## src/rtl/core/amsc_pkg.sv

```systemverilog
// shared types, widths and constants of the magnitude step counter
`default_nettype none

package amsc_pkg;

  localparam int AXIS_W      = 16;
  localparam int SQ_W        = 2 * AXIS_W;
  localparam int MAG_W       = SQ_W / 2;
  localparam int REM_W       = MAG_W + 2;
  localparam int CNT_W       = $clog2(AXIS_W);
  localparam int THR_W       = 16;
  localparam int GAP_W       = 8;
  localparam int STEP_W      = 16;
  localparam int FRAME_W     = 8;
  localparam int CFG_IDX_W   = 1;
  localparam int CFG_DATA_W  = 16;

  localparam logic [THR_W-1:0] THR_RESET = THR_W'(1000);
  localparam logic [GAP_W-1:0] GAP_RESET = GAP_W'(4);
  localparam logic [GAP_W-1:0] GAP_TOP   = 8'hff;

  localparam int FRAME_SAMPLES_DEF = 10;

  // configuration register indexes
  localparam logic [CFG_IDX_W-1:0] REG_JUMP_THRESHOLD = 1'b0;
  localparam logic [CFG_IDX_W-1:0] REG_MAX_PEAK_GAP   = 1'b1;

  typedef enum logic [2:0] {
    ST_IDLE,
    ST_SQUARE,
    ST_SUM,
    ST_ROOT,
    ST_FINISH
  } state_t;

  // control of a serial unit: load operands, then one step per cycle
  typedef struct packed {
    logic load;
    logic step;
  } ser_ctl_t;

endpackage

`default_nettype wire

```

## src/rtl/core/amsc_square.sv

```systemverilog
// bit-serial shift-add squarer for one axis magnitude
`default_nettype none

module amsc_square (
  input  wire                              clk,
  input  wire  amsc_pkg::ser_ctl_t         ctl,
  input  wire  [amsc_pkg::AXIS_W-1:0]      operand,
  output logic [amsc_pkg::SQ_W-1:0]        product
);

  logic [amsc_pkg::AXIS_W-1:0] mcand_r;
  logic [amsc_pkg::AXIS_W-1:0] hi_r;
  logic [amsc_pkg::AXIS_W-1:0] lo_r;
  logic [amsc_pkg::AXIS_W:0]   sum;

  // add the multiplicand into the high half when the current multiplier bit is set
  assign sum = {1'b0, hi_r} + (lo_r[0] ? {1'b0, mcand_r} : '0);

  always_ff @(posedge clk) begin
    if (ctl.load) begin
      mcand_r <= operand;
      hi_r    <= '0;
      lo_r    <= operand;
    end else if (ctl.step) begin
      hi_r <= sum[amsc_pkg::AXIS_W:1];
      lo_r <= {sum[0], lo_r[amsc_pkg::AXIS_W-1:1]};
    end
  end

  assign product = {hi_r, lo_r};

endmodule

`default_nettype wire

```

## src/rtl/core/amsc_isqrt.sv

```systemverilog
// restoring integer square root, one result bit per step
`default_nettype none

module amsc_isqrt (
  input  wire                              clk,
  input  wire  amsc_pkg::ser_ctl_t         ctl,
  input  wire  [amsc_pkg::SQ_W-1:0]        radicand,
  output logic [amsc_pkg::MAG_W-1:0]       root
);

  logic [amsc_pkg::SQ_W-1:0]  rad_r;
  logic [amsc_pkg::REM_W-1:0] rem_r;
  logic [amsc_pkg::MAG_W-1:0] root_r;
  logic [amsc_pkg::REM_W:0]   rem_sh;
  logic [amsc_pkg::REM_W:0]   trial;
  logic                       fits;

  // bring down the next two radicand bits, try 4*root+1
  assign rem_sh = {rem_r[amsc_pkg::REM_W-2:0], rad_r[amsc_pkg::SQ_W-1 -: 2]};
  assign trial  = {1'b0, root_r, 2'b01};
  assign fits   = (rem_sh >= trial);

  always_ff @(posedge clk) begin
    if (ctl.load) begin
      rad_r  <= radicand;
      rem_r  <= '0;
      root_r <= '0;
    end else if (ctl.step) begin
      rad_r  <= {rad_r[amsc_pkg::SQ_W-3:0], 2'b00};
      rem_r  <= fits ? amsc_pkg::REM_W'(rem_sh - trial) : amsc_pkg::REM_W'(rem_sh);
      root_r <= {root_r[amsc_pkg::MAG_W-2:0], fits};
    end
  end

  assign root = root_r;

endmodule

`default_nettype wire

```

## src/rtl/core/accel_magnitude_step_counter_core.sv

```systemverilog
// top level: sequencer, peak tracking and result register of the step counter
// sequence: an accepted sample runs 16 squaring steps, a sum state, 16 root steps and an
//   update; report requests and dropped samples go straight to the update
// throughput: one transaction at a time, next accepted the cycle after the update,
//   and the update waits while a result is held with out_ready low
// reset: rst_n synchronous active low, clears peak state, counts and out_valid, sets config defaults
`default_nettype none

module accel_magnitude_step_counter_core #(
  parameter int FRAME_SAMPLES = amsc_pkg::FRAME_SAMPLES_DEF
) (
  input  wire                                  clk,
  input  wire                                  rst_n,

  // configuration writes
  input  wire                                  cfg_valid,
  output logic                                 cfg_ready,
  input  wire  [amsc_pkg::CFG_IDX_W-1:0]       cfg_index,
  input  wire  [amsc_pkg::CFG_DATA_W-1:0]      cfg_data,

  // sample transactions
  input  wire                                  in_valid,
  output logic                                 in_ready,
  input  wire                                  in_mode,
  input  wire  signed [amsc_pkg::AXIS_W-1:0]   in_accel_x,
  input  wire  signed [amsc_pkg::AXIS_W-1:0]   in_accel_y,
  input  wire  signed [amsc_pkg::AXIS_W-1:0]   in_accel_z,

  // result transactions
  output logic                                 out_valid,
  input  wire                                  out_ready,
  output logic [amsc_pkg::STEP_W-1:0]          out_step_count,
  output logic                                 out_step_taken,
  output logic                                 out_sample_used,
  output logic [amsc_pkg::MAG_W-1:0]           out_magnitude
);

  localparam logic [amsc_pkg::CNT_W-1:0]   CNT_LAST  = amsc_pkg::CNT_W'(amsc_pkg::AXIS_W - 1);
  localparam logic [amsc_pkg::FRAME_W-1:0] FRAME_END = amsc_pkg::FRAME_W'(FRAME_SAMPLES);

  // configuration registers
  logic [amsc_pkg::THR_W-1:0]   jump_thr_r;
  logic [amsc_pkg::GAP_W-1:0]   max_gap_r;

  // tracking state
  logic [amsc_pkg::MAG_W-1:0]   prev_mag_r, prev_mag_nxt;
  logic                         high_r, high_nxt;
  logic                         low_r, low_nxt;
  logic [amsc_pkg::GAP_W-1:0]   gap_r, gap_nxt;
  logic [amsc_pkg::STEP_W-1:0]  steps_r, steps_nxt;
  logic [amsc_pkg::FRAME_W-1:0] frame_r, frame_nxt;

  // sequencer
  amsc_pkg::state_t             state_r, state_nxt;
  logic [amsc_pkg::CNT_W-1:0]   cnt_r;
  logic                         mode_r;
  logic                         drop_r;
  logic                         frame_full;
  logic                         out_free;
  logic                         finish_en;
  amsc_pkg::ser_ctl_t           sq_ctl;
  amsc_pkg::ser_ctl_t           rt_ctl;

  // result register
  logic                         out_valid_r;
  logic [amsc_pkg::STEP_W-1:0]  out_count_r;
  logic                         out_taken_r;
  logic                         out_used_r;
  logic [amsc_pkg::MAG_W-1:0]   out_mag_r;

  // datapath
  logic [amsc_pkg::AXIS_W-1:0]  abs_x, abs_y, abs_z;
  logic [amsc_pkg::SQ_W-1:0]    sq_x, sq_y, sq_z;
  logic [amsc_pkg::SQ_W-1:0]    sum_sq;
  logic [amsc_pkg::MAG_W-1:0]   mag;
  logic                         stepped;
  logic signed [amsc_pkg::MAG_W+1:0] diff;
  logic signed [amsc_pkg::MAG_W+1:0] thr_s;

  // no writes are taken while reset is held
  assign cfg_ready  = rst_n;
  assign frame_full = (frame_r >= FRAME_END);
  assign out_free   = !out_valid_r || out_ready;

  // absolute values, most negative code maps to 2^15 which still fits unsigned
  assign abs_x = in_accel_x[amsc_pkg::AXIS_W-1] ? (~in_accel_x + 1'b1) : in_accel_x;
  assign abs_y = in_accel_y[amsc_pkg::AXIS_W-1] ? (~in_accel_y + 1'b1) : in_accel_y;
  assign abs_z = in_accel_z[amsc_pkg::AXIS_W-1] ? (~in_accel_z + 1'b1) : in_accel_z;

  amsc_square u_sq_x (.clk(clk), .ctl(sq_ctl), .operand(abs_x), .product(sq_x));
  amsc_square u_sq_y (.clk(clk), .ctl(sq_ctl), .operand(abs_y), .product(sq_y));
  amsc_square u_sq_z (.clk(clk), .ctl(sq_ctl), .operand(abs_z), .product(sq_z));

  // three squares of at most 2^30 never carry out of 32 bits
  assign sum_sq = sq_x + sq_y + sq_z;

  amsc_isqrt u_isqrt (.clk(clk), .ctl(rt_ctl), .radicand(sum_sq), .root(mag));

  // next state
  always_comb begin
    state_nxt = state_r;
    unique case (state_r)
      amsc_pkg::ST_IDLE: begin
        if (in_valid) begin
          state_nxt = (in_mode || frame_full) ? amsc_pkg::ST_FINISH : amsc_pkg::ST_SQUARE;
        end
      end
      amsc_pkg::ST_SQUARE: begin
        if (cnt_r == CNT_LAST) begin
          state_nxt = amsc_pkg::ST_SUM;
        end
      end
      amsc_pkg::ST_SUM: begin
        state_nxt = amsc_pkg::ST_ROOT;
      end
      amsc_pkg::ST_ROOT: begin
        if (cnt_r == CNT_LAST) begin
          state_nxt = amsc_pkg::ST_FINISH;
        end
      end
      amsc_pkg::ST_FINISH: begin
        if (out_free) begin
          state_nxt = amsc_pkg::ST_IDLE;
        end
      end
      default: state_nxt = amsc_pkg::ST_IDLE;
    endcase
  end

  // sequencer outputs
  always_comb begin
    in_ready    = 1'b0;
    sq_ctl      = '0;
    rt_ctl      = '0;
    finish_en   = 1'b0;
    unique case (state_r)
      amsc_pkg::ST_IDLE: begin
        in_ready    = rst_n;
        sq_ctl.load = in_valid;
      end
      amsc_pkg::ST_SQUARE: sq_ctl.step = 1'b1;
      amsc_pkg::ST_SUM:    rt_ctl.load = 1'b1;
      amsc_pkg::ST_ROOT:   rt_ctl.step = 1'b1;
      amsc_pkg::ST_FINISH: finish_en   = out_free;
      default: ;
    endcase
  end

  // peak tracking and step decision for a processed sample
  always_comb begin
    prev_mag_nxt = prev_mag_r;
    high_nxt     = high_r;
    low_nxt      = low_r;
    gap_nxt      = gap_r;
    steps_nxt    = steps_r;
    frame_nxt    = frame_r;
    stepped      = 1'b0;
    diff         = $signed({2'b00, mag}) - $signed({2'b00, prev_mag_r});
    thr_s        = $signed({2'b00, jump_thr_r});

    priority if (mode_r) begin
      // report request: hand back the count and clear it
      steps_nxt = '0;
    end else if (drop_r) begin
      // frame boundary: sample discarded, frame restarts
      frame_nxt = '0;
    end else begin
      if (prev_mag_r != '0) begin
        if (diff > thr_s) begin
          high_nxt = 1'b1;
          gap_nxt  = '0;
        end
        if (diff < -thr_s) begin
          low_nxt = 1'b1;
        end
        if (high_nxt && !low_nxt && (gap_nxt != amsc_pkg::GAP_TOP)) begin
          gap_nxt = gap_nxt + 1'b1;
        end
      end
      if (high_nxt && low_nxt && (gap_nxt < max_gap_r)) begin
        steps_nxt = steps_r + 1'b1;
        high_nxt  = 1'b0;
        low_nxt   = 1'b0;
        gap_nxt   = '0;
        stepped   = 1'b1;
      end
      prev_mag_nxt = mag;
      frame_nxt    = frame_r + 1'b1;
    end
  end

  always_ff @(posedge clk) begin
    if (!rst_n) begin
      state_r     <= amsc_pkg::ST_IDLE;
      cnt_r       <= '0;
      jump_thr_r  <= amsc_pkg::THR_RESET;
      max_gap_r   <= amsc_pkg::GAP_RESET;
      prev_mag_r  <= '0;
      high_r      <= 1'b0;
      low_r       <= 1'b0;
      gap_r       <= '0;
      steps_r     <= '0;
      frame_r     <= '0;
      out_valid_r <= 1'b0;
      mode_r      <= 1'b0;
      drop_r      <= 1'b0;
    end else begin
      state_r <= state_nxt;

      // shared step counter for the squaring and root phases
      if (state_r == amsc_pkg::ST_SQUARE || state_r == amsc_pkg::ST_ROOT) begin
        cnt_r <= cnt_r + 1'b1;
      end else begin
        cnt_r <= '0;
      end

      if (cfg_valid && cfg_ready) begin
        unique case (cfg_index)
          amsc_pkg::REG_JUMP_THRESHOLD: jump_thr_r <= cfg_data;
          amsc_pkg::REG_MAX_PEAK_GAP:   max_gap_r  <= cfg_data[amsc_pkg::GAP_W-1:0];
          default: ;
        endcase
      end

      // remember what kind of transaction is in flight
      if (in_valid && in_ready) begin
        mode_r <= in_mode;
        drop_r <= !in_mode && frame_full;
      end

      if (finish_en) begin
        prev_mag_r  <= prev_mag_nxt;
        high_r      <= high_nxt;
        low_r       <= low_nxt;
        gap_r       <= gap_nxt;
        steps_r     <= steps_nxt;
        frame_r     <= frame_nxt;
        out_valid_r <= 1'b1;
      end else if (out_ready) begin
        out_valid_r <= 1'b0;
      end
    end
  end

  // result payload, report returns the count from before the clear
  always_ff @(posedge clk) begin
    if (finish_en) begin
      out_count_r <= mode_r ? steps_r : steps_nxt;
      out_taken_r <= stepped && !mode_r && !drop_r;
      out_used_r  <= !mode_r && !drop_r;
      out_mag_r   <= (mode_r || drop_r) ? '0 : mag;
    end
  end

  assign out_valid       = out_valid_r;
  assign out_step_count  = out_count_r;
  assign out_step_taken  = out_taken_r;
  assign out_sample_used = out_used_r;
  assign out_magnitude   = out_mag_r;

endmodule

`default_nettype wire
```

## config.mk

```make
export PLATFORM = sky130hd
export DESIGN_NAME = accel_magnitude_step_counter_core
export DESIGN_NICKNAME = d
export VERILOG_FILES = /design/src/rtl/core/amsc_pkg.sv /design/src/rtl/core/amsc_square.sv /design/src/rtl/core/amsc_isqrt.sv /design/src/rtl/core/accel_magnitude_step_counter_core.sv
export SDC_FILE = /design/constraint.sdc
export NUM_CORES = 1
export LEC_CHECK = 0
export ABC_AREA = 1
export BUFFER_PORTS_ARGS = -buffer_cell sky130_fd_sc_hd__buf_2
export CORE_MARGIN = 2
export CORE_UTILIZATION = 40
export DETAILED_ROUTE_END_ITERATION = 8
export SLEW_MARGIN = 20
export SYNTH_ARGS = -nofsm -noshare
export SYNTH_HDL_FRONTEND = slang
export SYNTH_SLANG_ARGS = --single-unit
```

## constraint.sdc

```tcl
create_clock -name clk -period 6.4 [get_ports clk]
set_clock_uncertainty 0.05 [all_clocks]
set_input_delay 0.32 -clock clk [delete_from_list [all_inputs] [get_ports clk]]
set_output_delay 0.32 -clock clk [all_outputs]
set_load 0.1 [all_outputs]
```

==> impl_metrics.ini <==
[run_status]
status = completed

[critical_path]
crit_type = register to register
arrival_ns = 6.29
cp-start-kind = register
r2r_start = prev_mag_r[2]$_SDFFE_PN0P_
reg2regPathDepth = 46
slowest_stage = dfxtp_2
path_max_fanout = 5
r2r-end = out_step_count[0]$_DFFE_PP_
end_kind = register
crit_required_ns = 6.62
r2r_slack_ns = 0.32
max_stage_delay_ns = 0.34
crit_path_frequent_cell = nand2_2

[sta]
final_hold_viol_count = 0
setup_viol = 0
finalCriticalPeriod_ns = 6.08
post-route-period-util_pct = 94.9
holdWs_ns = 0.0349
worstMarginPinSlew_ns = 1.07
slew_headroom_pct = 28.4
fmax_mhz = 165
maxSlewViolCount = 0

[global_routing]
antenna_found_initial = 0
track_usage_pct = 19.5
grt_overflow_total = 0
grt_pass1_wl_um = 84200
grt_max_degree = 88
grt_pass1_vias = 16700

[synthesis]
synthCells = 2491
synth_fp_nets = 2759
yosys.area.top_type_share_pct = 24.0
yosysSeqAreaShare_pct = 40.2
synth-compound-area-share_pct = 14.1
synth-simple-area-share_pct = 19.5
synth.avg_cell_area_sq_um = 8.15
yosysTopAreaCell = edfxtp_1
synth_top_family_by_area = simple AND/OR/NAND/NOR gates
netlist-cell-type-count = 56
ys.flop_type = dfxtp_1
yosys_warnings = 0
synth_xor_xnor_area_share_pct = 5.22
muxShareOfSynthArea_pct = 0
synthArstFlopShare_pct = 0
synth-adder-area-share_pct = 13.5
ys_top_cells_by_area = edfxtp_1 24%, dfxtp_1 16%, ha_1 9.9%
syn_area_sq_um = 20300
ys_ff_latch = 327
synth_edf_count = 162

[place]
gp_congestion = 0.903
portBuffers = 107
hpwl_um = 38500
placed_cells = 3209

[floorplan]
die_area_sq_um = 52600
core-area_sq_um = 50200
rows = 82
ios = 108
start_util_pct = 40.5
die_w_um = 229
die_y_um = 229

[power]
peakVddDrop_v = 0.000292
cellLeakagePower_uw = 0.0105
p_per_area_nw_per_um2 = 563

[clock_tree]
h-tree-depth = 2
cts_made_buffers = 40
path_clk_slew_ns = 0.06
clock_latency_ns = 0.56
clockRootBuffer = clkbuf_16
cts_num_sinks = 327
clock_path_buffers = 3
cts_tree = done

[drt]
wl_met1_um = 23800
top_layer_used = met4
routed_wl_um = 52300
wl_per_cell_um = 15.8
wl_met3_um = 2220
vias_per_cell = 5.18
drc = 0
vias = 17200
drtIter0Drc = 1038
first_pass_iters = 5
met2WireLength_um = 25200
postRouteAntennaNets = 0

[layout]
num-nets-final = 2876
layout_common_cells = 506 x nand2_1, 311 x inv_1, 205 x o21ai_0
layout_commonest_cell = nand2_1
reg_top3 = u_isqrt.rad_r (32), u_isqrt.rem_r (17)
post-route-util_pct = 46.7
area_growth_pct = 15.5
largest_reg_flops = 32
largest_register = u_isqrt.rad_r
layout-drive-gt1-share_pct = 10.9
layoutNonFillerInstCount = 3312
n_antenna_cell = 0

[hold_path]
min_from = cfg_data[11]
hp-class = primary input to register
hold_end = jump_thr_r[11]$_SDFFE_PN0P_
holdPathStages = 3

[run]
drv_cap = 0
==> area by class of cell <==
cell class                 instances  area [sq um]
clock inverter                    21           236
inverter                         326          1230
clock buffer                      53          1150
sequential                       327          8170
multi-input combinational       1763         10800
tap                              672           841
fill                            4853         26700
timing repair buffer             150           965
==> per-layer routing <==
metal  up-vias  global-route usage, %
met4         0                   5.42
met5         -                      0
met3        68                   2.54
met2       387                   34.0
li1       8618                      -
met1      8089                   25.4
==> repair_timing <==
action / in CTS / in global routing
endpoints found under the setup margin: 16 / 43
pin swaps: 0 / 19
cloned: 0 / 3
setup buffers: 0 / 9
resized for setup: 3 / 59
hold buffers: 17 / 0
hold endpoints to repair: 17 / 0
==> worst max-delay path, delay by kind of cell (launching register included) <==
kind | cells | cell delay, ns
AO/OA/AOI/OAI | 12 | 1.45
XOR/XNOR | 1 | 0.12
adder cells (fa/ha/maj) | 4 | 1.00
AND/OR/NAND/NOR | 19 | 1.90
buffers and inverters | 10 | 0.91
flip-flops | 1 | 0.34
==> cells by family (layout without fill, tap and decap cells) <==
logic type	after synthesis	in the layout
AND/OR/NAND/NOR	923	923
AO/OA/AOI/OAI	522	522
buffers and inverters	401	550
flip-flops	327	327
adder cells (fa/ha/maj)	197	197
XOR/XNOR	121	121
==> how the worst max path moves through the flow <==
stage	slack [ns]	endpoint	depth (start not counted)	from
final	0.32	out_step_count[0]$_DFFE_PP_	46	prev_mag_r[2]$_SDFFE_PN0P_
after global placement	0.03	out_step_count[8]$_DFFE_PP_	44	prev_mag_r[2]$_SDFFE_PN0P_
after global routing	-0.14	out_step_count[6]$_DFFE_PP_	45	prev_mag_r[2]$_SDFFE_PN0P_
after floorplan	0.60	out_step_count[6]$_DFFE_PP_	43	prev_mag_r[2]$_SDFFE_PN0P_
after CTS	0.02	out_step_count[0]$_DFFE_PP_	45	prev_mag_r[2]$_SDFFE_PN0P_
after detailed placement	-0.05	out_step_count[6]$_DFFE_PP_	44	prev_mag_r[2]$_SDFFE_PN0P_
==> report_power, final <==
part           switching [uW]  internal, uW
logic                    4700          2580
clock network             941          1440
registers                 506          3030
==> Yosys cell counts (all sizes together) (4+ instances only) <==
master,n
nand2,524
inv,320
o21ai,233
a21oi,200
dfxtp,165
edfxtp,162
ha,161
nor2,152
nand3,138
xor2,82
clkbuf,67
nor3,49
xnor2,39
fa,36
nand4,26
o22ai,20
nor4,17
o31ai,12
a31oi,10
a21o,9
or2,9
buf,8
o21bai,8
a211oi,7
clkinv,6
a21boi,5
a221oi,4
nand3b,4
==> through the flow <==
| step | setup TNS (ns) | area [sq um] | setup WS, ns | total power (uW) |
|---|---|---|---|---|
| floorplan | 0 | 20300 | 0.598 | 8740 |
| finish | 0 | 23400 | 0.324 | 13200 |
| CTS | 0 | 23100 | 0.0175 | 13000 |
| global placement | 0 | 21500 | 0.0327 | 10400 |
| detailed placement | -0.109 | 21500 | -0.0459 | 10500 |
| global route | -1.34 | 23400 | -0.138 | 14400 |
(Power assumes the default switching activity.)
